===== config.mk =====
export PLATFORM = sky130hd
export DESIGN_NAME = scancode_line_editor_core
export DESIGN_NICKNAME = d
export VERILOG_FILES = /design/src/sv/scle_pkg.sv /design/src/sv/scle_ram.sv /design/src/sv/scancode_line_editor_core.sv
export SDC_FILE = /design/constraint.sdc
export NUM_CORES = 1
export LEC_CHECK = 0
export BUFFER_PORTS_ARGS = -buffer_cell sky130_fd_sc_hd__buf_2
export CAP_MARGIN = 40
export CELL_PAD_IN_SITES_DETAIL_PLACEMENT = 0
export CELL_PAD_IN_SITES_GLOBAL_PLACEMENT = 1
export CORE_ASPECT_RATIO = 2
export CORE_MARGIN = 3
export CORE_UTILIZATION = 53
export CTS_BUF_LIST = sky130_fd_sc_hd__clkbuf_16
export DETAILED_ROUTE_END_ITERATION = 8
export GPL_ROUTABILITY_DRIVEN = 0
export PLACE_DENSITY = 0.77
export SETUP_SLACK_MARGIN = 0.15
export SLEW_MARGIN = 20
export SYNTH_ARGS = -nofsm -noshare
export SYNTH_HDL_FRONTEND = slang
export SYNTH_SLANG_ARGS = --single-unit

===== constraint.sdc =====
create_clock -name aclk -period 6.2 [get_ports aclk]
set_clock_uncertainty 0.1 [all_clocks]
set_input_delay 0.93 -clock aclk [delete_from_list [all_inputs] [get_ports aclk]]
set_output_delay 0.93 -clock aclk [all_outputs]
set_load 0.005 [all_outputs]

===== src/sv/scle_pkg.sv =====
// ----------------------------------------------------------------------------
// Scancode line editor package
// Shared constants, codes and the scancode-to-ASCII table.
// ----------------------------------------------------------------------------
package scle_pkg;

    localparam int LINE_MAX   = 32;
    localparam int LEN_W      = $clog2(LINE_MAX);
    localparam int CHAR_W     = 7;
    localparam int PREFIX_LEN = 4;
    localparam int ECHO_START = 5;
    localparam int ECHO_LIMIT = 26;
    localparam int ECHO_END   = ECHO_START + ECHO_LIMIT;

    localparam logic [7:0] SC_ENTER     = 8'h1C;
    localparam logic [7:0] SC_BACKSPACE = 8'h0E;

    localparam logic [31:0] WORD_HELP = "help";
    localparam logic [31:0] WORD_ECHO = "echo";

    typedef enum logic [1:0] {
        KIND_TYPED = 2'd0,
        KIND_DONE  = 2'd1,
        KIND_TEXT  = 2'd2
    } kind_t;

    typedef enum logic [1:0] {
        CMD_HELP    = 2'd0,
        CMD_ECHO    = 2'd1,
        CMD_UNKNOWN = 2'd2,
        CMD_EMPTY   = 2'd3
    } cmd_t;

    typedef enum logic [2:0] {
        ST_IDLE,
        ST_CMP,
        ST_DONE,
        ST_ECHO_RD,
        ST_ECHO_WR
    } state_t;

    // Character i of a four-character word, first character in the top byte.
    function automatic logic [CHAR_W-1:0] word_char(input logic [31:0] w,
                                                    input logic [1:0] i);
        logic [7:0] c;
        unique case (i)
            2'd0: c = w[31:24];
            2'd1: c = w[23:16];
            2'd2: c = w[15:8];
            2'd3: c = w[7:0];
        endcase
        return c[CHAR_W-1:0];
    endfunction

    // Set 1 make code to ASCII; zero means the key is not mapped.
    function automatic logic [CHAR_W-1:0] map_scancode(input logic [7:0] sc);
        logic [7:0] c;
        case (sc)
            8'h02: c = "1";
            8'h03: c = "2";
            8'h04: c = "3";
            8'h05: c = "4";
            8'h06: c = "5";
            8'h07: c = "6";
            8'h08: c = "7";
            8'h09: c = "8";
            8'h0A: c = "9";
            8'h0B: c = "0";
            8'h10: c = "q";
            8'h11: c = "w";
            8'h12: c = "e";
            8'h13: c = "r";
            8'h14: c = "t";
            8'h15: c = "y";
            8'h16: c = "u";
            8'h17: c = "i";
            8'h18: c = "o";
            8'h19: c = "p";
            8'h1E: c = "a";
            8'h1F: c = "s";
            8'h20: c = "d";
            8'h21: c = "f";
            8'h22: c = "g";
            8'h23: c = "h";
            8'h24: c = "j";
            8'h25: c = "k";
            8'h26: c = "l";
            8'h2C: c = "z";
            8'h2D: c = "x";
            8'h2E: c = "c";
            8'h2F: c = "v";
            8'h30: c = "b";
            8'h31: c = "n";
            8'h32: c = "m";
            8'h39: c = " ";
            default: c = 8'h00;
        endcase
        return c[CHAR_W-1:0];
    endfunction

endpackage


===== src/sv/scle_ram.sv =====
// ----------------------------------------------------------------------------
// Generic RAM
// One write port, one read port, read data registered.
// ----------------------------------------------------------------------------
module scle_ram #(
    parameter int WIDTH = 8,
    parameter int DEPTH = 32
) (
    input  logic                     aclk,
    input  logic                     wr_en,
    input  logic [$clog2(DEPTH)-1:0] wr_addr,
    input  logic [WIDTH-1:0]         wr_data,
    input  logic [$clog2(DEPTH)-1:0] rd_addr,
    output logic [WIDTH-1:0]         rd_data
);

    logic [WIDTH-1:0] mem [DEPTH];

    always_ff @(posedge aclk) begin
        if (wr_en) begin
            mem[wr_addr] <= wr_data;
        end
        rd_data <= mem[rd_addr];
    end

endmodule


===== src/sv/scancode_line_editor_core.sv =====
// ----------------------------------------------------------------------------
// Scancode line editor core
// Set 1 scancodes in, echoed characters and command results out.
// ----------------------------------------------------------------------------
// A break code, an unmapped code, backspace or a typed character is taken
// in the idle state and gives at most one result. Enter on a line shorter
// than four characters answers at once; otherwise the first four characters
// are read back from the single-read-port line RAM before the line-done
// result, and for the echo command each text character then passes a RAM
// read state and an output load state. Input is held off until the last
// result of an Enter is loaded into the output register.
module scancode_line_editor_core
    import scle_pkg::*;
(
    input  logic        aclk,
    input  logic        aresetn,
    input  logic        s_tvalid,
    output logic        s_tready,
    input  logic [7:0]  s_tdata,   // [7:0] scancode
    output logic        m_tvalid,
    input  logic        m_tready,
    output logic [15:0] m_tdata,   // [6:0] char_out, [8:7] command, rest zero
    output logic [1:0]  m_tuser,   // [1:0] kind
    output logic        m_tlast
);

    state_t             state_reg, state_next;
    logic [LEN_W-1:0]   len_reg, len_next;
    logic [2:0]         cnt_reg, cnt_next;
    logic               help_reg, help_next;
    logic               echo_reg, echo_next;
    logic [LEN_W-1:0]   pos_reg, pos_next;
    logic [LEN_W-1:0]   end_reg, end_next;

    logic               out_valid_reg;
    kind_t              out_kind_reg;
    logic [CHAR_W-1:0]  out_char_reg;
    cmd_t               out_cmd_reg;
    logic               out_last_reg;

    logic               out_free;
    logic               emit;
    kind_t              emit_kind;
    logic [CHAR_W-1:0]  emit_char;
    cmd_t               emit_cmd;
    logic               emit_last;

    logic               wr_en;
    logic [CHAR_W-1:0]  wr_data;
    logic [LEN_W-1:0]   rd_addr;
    logic [CHAR_W-1:0]  rd_data;

    logic [CHAR_W-1:0]  mapped;
    logic [1:0]         cmp_idx;
    cmd_t               cmd_sel;

    scle_ram #(
        .WIDTH (CHAR_W),
        .DEPTH (LINE_MAX)
    ) u_line_ram (
        .aclk    (aclk),
        .wr_en   (wr_en),
        .wr_addr (len_reg),
        .wr_data (wr_data),
        .rd_addr (rd_addr),
        .rd_data (rd_data)
    );

    assign out_free = !out_valid_reg || m_tready;
    assign mapped   = map_scancode(s_tdata);
    assign cmp_idx  = 2'(cnt_reg - 3'd1);

    always_ff @(posedge aclk) begin
        if (!aresetn) begin
            state_reg     <= ST_IDLE;
            len_reg       <= '0;
            out_valid_reg <= 1'b0;
        end else begin
            state_reg     <= state_next;
            len_reg       <= len_next;
            out_valid_reg <= emit || (out_valid_reg && !m_tready);
        end
    end

    always_ff @(posedge aclk) begin
        cnt_reg  <= cnt_next;
        help_reg <= help_next;
        echo_reg <= echo_next;
        pos_reg  <= pos_next;
        end_reg  <= end_next;
        if (emit) begin
            out_kind_reg <= emit_kind;
            out_char_reg <= emit_char;
            out_cmd_reg  <= emit_cmd;
            out_last_reg <= emit_last;
        end
    end

    always_comb begin
        state_next = state_reg;
        len_next   = len_reg;
        cnt_next   = cnt_reg;
        help_next  = help_reg;
        echo_next  = echo_reg;
        pos_next   = pos_reg;
        end_next   = end_reg;
        emit       = 1'b0;
        emit_kind  = KIND_TYPED;
        emit_char  = '0;
        emit_cmd   = CMD_HELP;
        emit_last  = 1'b1;
        wr_en      = 1'b0;
        wr_data    = mapped;
        rd_addr    = pos_reg;
        s_tready   = 1'b0;
        cmd_sel    = help_reg ? CMD_HELP : (echo_reg ? CMD_ECHO : CMD_UNKNOWN);

        unique case (state_reg)
            ST_IDLE: begin
                s_tready = out_free;
                if (s_tvalid && out_free) begin
                    priority if (s_tdata[7]) begin
                        // Key release: nothing to do.
                    end else if (s_tdata == SC_ENTER) begin
                        if (len_reg == '0) begin
                            emit      = 1'b1;
                            emit_kind = KIND_DONE;
                            emit_cmd  = CMD_EMPTY;
                        end else if (32'(len_reg) < PREFIX_LEN) begin
                            emit      = 1'b1;
                            emit_kind = KIND_DONE;
                            emit_cmd  = CMD_UNKNOWN;
                            len_next  = '0;
                        end else begin
                            cnt_next   = '0;
                            help_next  = 1'b1;
                            echo_next  = 1'b1;
                            state_next = ST_CMP;
                        end
                    end else if (s_tdata == SC_BACKSPACE) begin
                        if (len_reg != '0) begin
                            len_next = len_reg - 1'b1;
                        end
                    end else if (mapped != '0 && 32'(len_reg) < LINE_MAX - 1) begin
                        wr_en     = 1'b1;
                        emit      = 1'b1;
                        emit_kind = KIND_TYPED;
                        emit_char = mapped;
                        len_next  = len_reg + 1'b1;
                    end
                end
            end

            ST_CMP: begin
                // Reads of positions 0..3 are issued in the cycle before their compare.
                rd_addr  = LEN_W'(cnt_reg[1:0]);
                cnt_next = cnt_reg + 3'd1;
                if (cnt_reg != '0) begin
                    help_next = help_reg && (rd_data == word_char(WORD_HELP, cmp_idx));
                    echo_next = echo_reg && (rd_data == word_char(WORD_ECHO, cmp_idx));
                end
                if (32'(cnt_reg) == PREFIX_LEN) begin
                    state_next = ST_DONE;
                end
            end

            ST_DONE: begin
                if (out_free) begin
                    emit      = 1'b1;
                    emit_kind = KIND_DONE;
                    emit_cmd  = cmd_sel;
                    if (cmd_sel == CMD_ECHO && 32'(len_reg) > ECHO_START) begin
                        emit_last  = 1'b0;
                        pos_next   = LEN_W'(ECHO_START);
                        end_next   = (32'(len_reg) > ECHO_END) ? LEN_W'(ECHO_END) : len_reg;
                        state_next = ST_ECHO_RD;
                    end else begin
                        len_next   = '0;
                        state_next = ST_IDLE;
                    end
                end
            end

            ST_ECHO_RD: begin
                state_next = ST_ECHO_WR;
            end

            ST_ECHO_WR: begin
                // The read address is held, so the RAM output stays put while stalled.
                if (out_free) begin
                    emit      = 1'b1;
                    emit_kind = KIND_TEXT;
                    emit_char = rd_data;
                    emit_last = (pos_reg + 1'b1 == end_reg);
                    if (pos_reg + 1'b1 == end_reg) begin
                        len_next   = '0;
                        state_next = ST_IDLE;
                    end else begin
                        pos_next   = pos_reg + 1'b1;
                        state_next = ST_ECHO_RD;
                    end
                end
            end

            default: begin
                state_next = ST_IDLE;
            end
        endcase
    end

    assign m_tvalid = out_valid_reg;
    assign m_tdata  = {7'd0, out_cmd_reg, out_char_reg};
    assign m_tuser  = out_kind_reg;
    assign m_tlast  = out_last_reg;

    // The line never grows past one short of the store size.
    assert property (@(posedge aclk) disable iff (!aresetn)
        32'(len_reg) <= LINE_MAX - 1)
        else $error("line length beyond store size");

    // A line-done that is not last must be followed by echo text readout.
    assert property (@(posedge aclk) disable iff (!aresetn)
        (emit && emit_kind == KIND_DONE && !emit_last) |=> state_reg == ST_ECHO_RD)
        else $error("line done without echo readout");

    // The final result of an Enter leaves an empty line.
    assert property (@(posedge aclk) disable iff (!aresetn)
        (emit && emit_last && (emit_kind == KIND_DONE || emit_kind == KIND_TEXT))
        |=> len_reg == '0)
        else $error("line not cleared after Enter");

    // No new request is taken while an Enter is still being worked off.
    assert property (@(posedge aclk) disable iff (!aresetn)
        (state_reg != ST_IDLE) |-> !s_tready)
        else $error("request taken during command processing");

endmodule

==> metrics.md <==
| Metric | Value |
|---|---|
| Ys async rst share | 0% |
| Final period util | 66.5% |
| Final hold viol count | 0 |
| Cts hold-fix bufs | 0 |
| Reg power frac | 55.0% |
| Setup Buffers After CTS | 0 |
| Min cycle time layout | 4.12 ns |
| Gr ovfl total | 0 |
| Final ANT Viol Nets | 0 |
| Port bufs | 25 |
| Flops & latches, synth | ~270 |
| Status | finished clean |
| Multi-input combinational cell area | 0.00393 mm² |
| Net Sw Frac | around a fifth |
| Endpoints failing setup | 0 |
| Site row count | between 70 and 80 |
| Antenna violations before repair | 0 |
| RSZ-0062 raised after global routing | no |
| Post-DP HPWL | 19100 µm |
| Compound-gate portion of the synthesized area | 5.12% |
| R2R Path End | u_line_ram.rd_data[5] |
| Fraction of layout cells with a size suffix above 1 | 22.9% |
| Gate power share | under 10% |
| Clock Latency Late Sink | 0.52 ns |
| Maximum vdd drop | 228 µV |
| Leak | 4.63 nW |
| Fillers | between 1500 and 2000 |
| Internal | 2.88 mW |
| Setup TNS | 0 ns |
| Hold path depth | 2 |
| Yosys warnings | 0 |
| DRT Wirelength | 27900 µm |
| Die width | 113 µm |
| Die area | ~0.025 mm² |
| Hold Crit Class | flop to flop |
| Num CTS Buffers | 22 |
| Avg Cell Area, Syn | roughly 16 µm² |
| Crit end category | flop |
| Clock Path Buffers | 3 |
| Die H | 219 µm |
| Ys flop type | edfxtp_1 |
| Switching power | 0.740 mW |
| Setup CP Type | input port to flop |
| Reg-to-reg startpoint | state_reg[0] |
| Sequential element share of the synthesized area | 65.1% |
| Post-Synth Simple-Gate Area | between 10% and 20% |
| H-tree depth | 1 |
| Fin. max-slew vios | 0 |
| Critical Path Source Type | input port |
| DR iter-0 viols | approximately 450 |
| GRT Total Usage | 23.1% |
| Multiplexer share of the synthesized area | approximately an eighth |
| Clock sinks | 267 |
| Max-cap violation count | 0 |
| Actual slew at the worst max-slew pin | 0.900 ns |
| EDFF count, synth | 251 |
| Clk pwr share | 40.6% |
| Cell area power density | 268 mW/mm² |
| DR DRC count | 0 |
| Netlist cell types | 74 |
| Mapped Area | 0.0121 mm² |
| Hold Path End | out_char_reg[5] |
| Top Ports | 33 |
| Hold Startpoint | u_line_ram.rd_data[5] |
| Area delta synth->final | 11.9% |
| Drt via density | 6.21 |
| Clk root buf | clkbuf_16 |
| CTS tree | yes |
| Min Hold Slack | 0.476 ns |
| Max FO, Critical Path | 35 |
| Synth Instances | 776 |
| CORE AREA | around 0.022 mm² |
| R2r setup slk | 2.67 ns |
| Vias in the first global route | 7214 |
| Post-CTS Resized | 0 |
| WL per Instance | 25.0 µm |
| Slew HR | 39.9% |
| Clk slew on worst S/H paths | 0.07 ns |
| First-pass GRT wire length | between 40000 and 50000 µm |
| Largest net degree at the start of global routing | 45 |
| Arr. time, crit path | 4.17 ns |
| Vias | 6927 |
| Adder-cell share of the synthesized area | between 2 and 2.5% |
| Reg area | 0.00786 mm² |
| Worst path required time | 6.25 ns |
| Largest register FFs | 224 |
| Nets | 857 |
| Max Fclk | between 200 and 250 MHz |
| ANT cells | 0 |
| Reg2reg path depth | 9 |
| XOR/XNOR Fraction of Synth Area | 1.38% |
| Initial core utilization | 54.2% |
| Main combinational cell family by area after synthesis | multiplexers |
| Drt pass-1 iters | 5 |
[critical path, cell delays in order]
cell	delay, ns
buf_2	0.16
inv_1	0.16
ha_1	0.22
nor2b_1	0.12
a2111oi_0	0.44
nor3_1	0.14
a211oi_4	0.22
buf_4	0.39
or4_4	0.22
nand2_4	0.29
nor4b_2	0.85
[power by group through the flow]
stage | Sequential (mW) | Combinational (mW) | Clock, mW
global placement | 2.03 | 0.145 | 0
global route | 1.99 | 0.171 | 1.56
CTS | 1.99 | 0.155 | 1.50
floorplan | 2.03 | 0.103 | 0
finish | 1.99 | 0.157 | 1.47
detailed placement | 2.03 | 0.154 | 0
[cell type report]
cell class | instances | area share, %
multi-input combinational | 453 | 29.1
timing repair buffer | 66 | 4.00
inverter | 14 | 0.389
clock inverter | 17 | 1.46
tap | 276 | 2.56
clock buffer | 23 | 4.26
sequential | 267 | 58.2
[synth_stat cells (4+ instances only)]
master,instances,share of area [%]
clkbuf_1,24,0.75
a21oi_1,15,0.62
inv_1,13,0.40
nand3b_1,8,0.50
a32oi_1,7,0.51
nor4_2,6,0.62
nor2b_1,6,0.31
nor2_1,35,1.1
mux4_2,56,10
nor4_1,11,0.57
xor2_1,7,0.51
nor3_1,13,0.54
o211ai_1,4,0.25
nand4_1,4,0.21
nand2b_1,10,0.52
nand2_1,78,2.4
nor4b_1,7,0.51
a22o_1,5,0.36
nand3_1,25,1.0
o21ai_0,11,0.46
dfxtp_1,16,2.7
xnor2_1,12,0.87
mux2i_1,17,1.4
buf_4,11,0.68
edfxtp_1,251,62
and3_1,14,0.73
ha_1,20,2.1
buf_2,11,0.46
buf_6,5,0.47
[worst max path at each step]
stage,startpoint,to,slack [ns],depth (start not counted)
after floorplan,s_tdata[2],u_line_ram.mem[10][0],1.56,11
after global placement,s_tdata[1],u_line_ram.mem[15][4],1.60,11
after detailed placement,s_tdata[1],u_line_ram.mem[15][1],1.50,11
after CTS,s_tdata[1],u_line_ram.mem[15][5],2.05,11
after global routing,s_tdata[1],u_line_ram.mem[5][2],1.87,11
final,s_tdata[1],u_line_ram.mem[5][0],2.08,11
[cell usage in the layout (no fill, tap or decap), types with 4 or more instances in the layout]
master	n
conb_1	14
buf_16	5
nand3_1	25
buf_4	25
inv_1	15
dfxtp_1	16
and3_1	14
nor2b_1	6
nand3b_1	8
edfxtp_1	251
mux4_2	56
nand4_1	4
ha_1	20
nand2_1	78
nor4_1	11
clkbuf_16	23
a22o_1	5
o21ai_0	11
nor4_2	6
nand2b_1	10
mux2i_1	15
nor4b_1	7
xnor2_1	12
nor3_1	13
bufinv_16	4
buf_2	30
nor2_1	33
a32oi_1	7
a21oi_1	14
xor2_1	7
o211ai_1	4
[logic make-up (layout without fill, tap and decap cells)]
family                   count (synthesis)  after routing
buffers and inverters                   69            120
flip-flops                             267            267
XOR/XNOR                                19             19
other                                    1             14
multiplexers                            73             73
AO/OA/AOI/OAI                           83             83
adder cells (fa/ha/maj)                 21             21
AND/OR/NAND/NOR                        243            243
[metal layers]
layer  wire length, µm  track usage, %  vias to the layer above
met3              1010            2.18                       61
met5                 0               0                        -
met4              1120            9.71                        0
met1              9850            25.9                     3553
li1                  -               -                     3108
met2             16000            44.0                      205
[through the flow]
stage	worst slack (ns)	utilization, %	cells	cell area (µm²)	total power, mW
floorplan	1.56	-	789	12100	2.14
global placement	1.60	56.2	1061	12500	2.18
detailed placement	1.50	56.8	1066	12600	2.19
CTS	2.05	60.2	1106	13400	3.65
global route	1.87	60.7	1116	13500	3.73
finish	2.08	60.7	1116	13500	3.62
(Power assumes the default switching activity.)
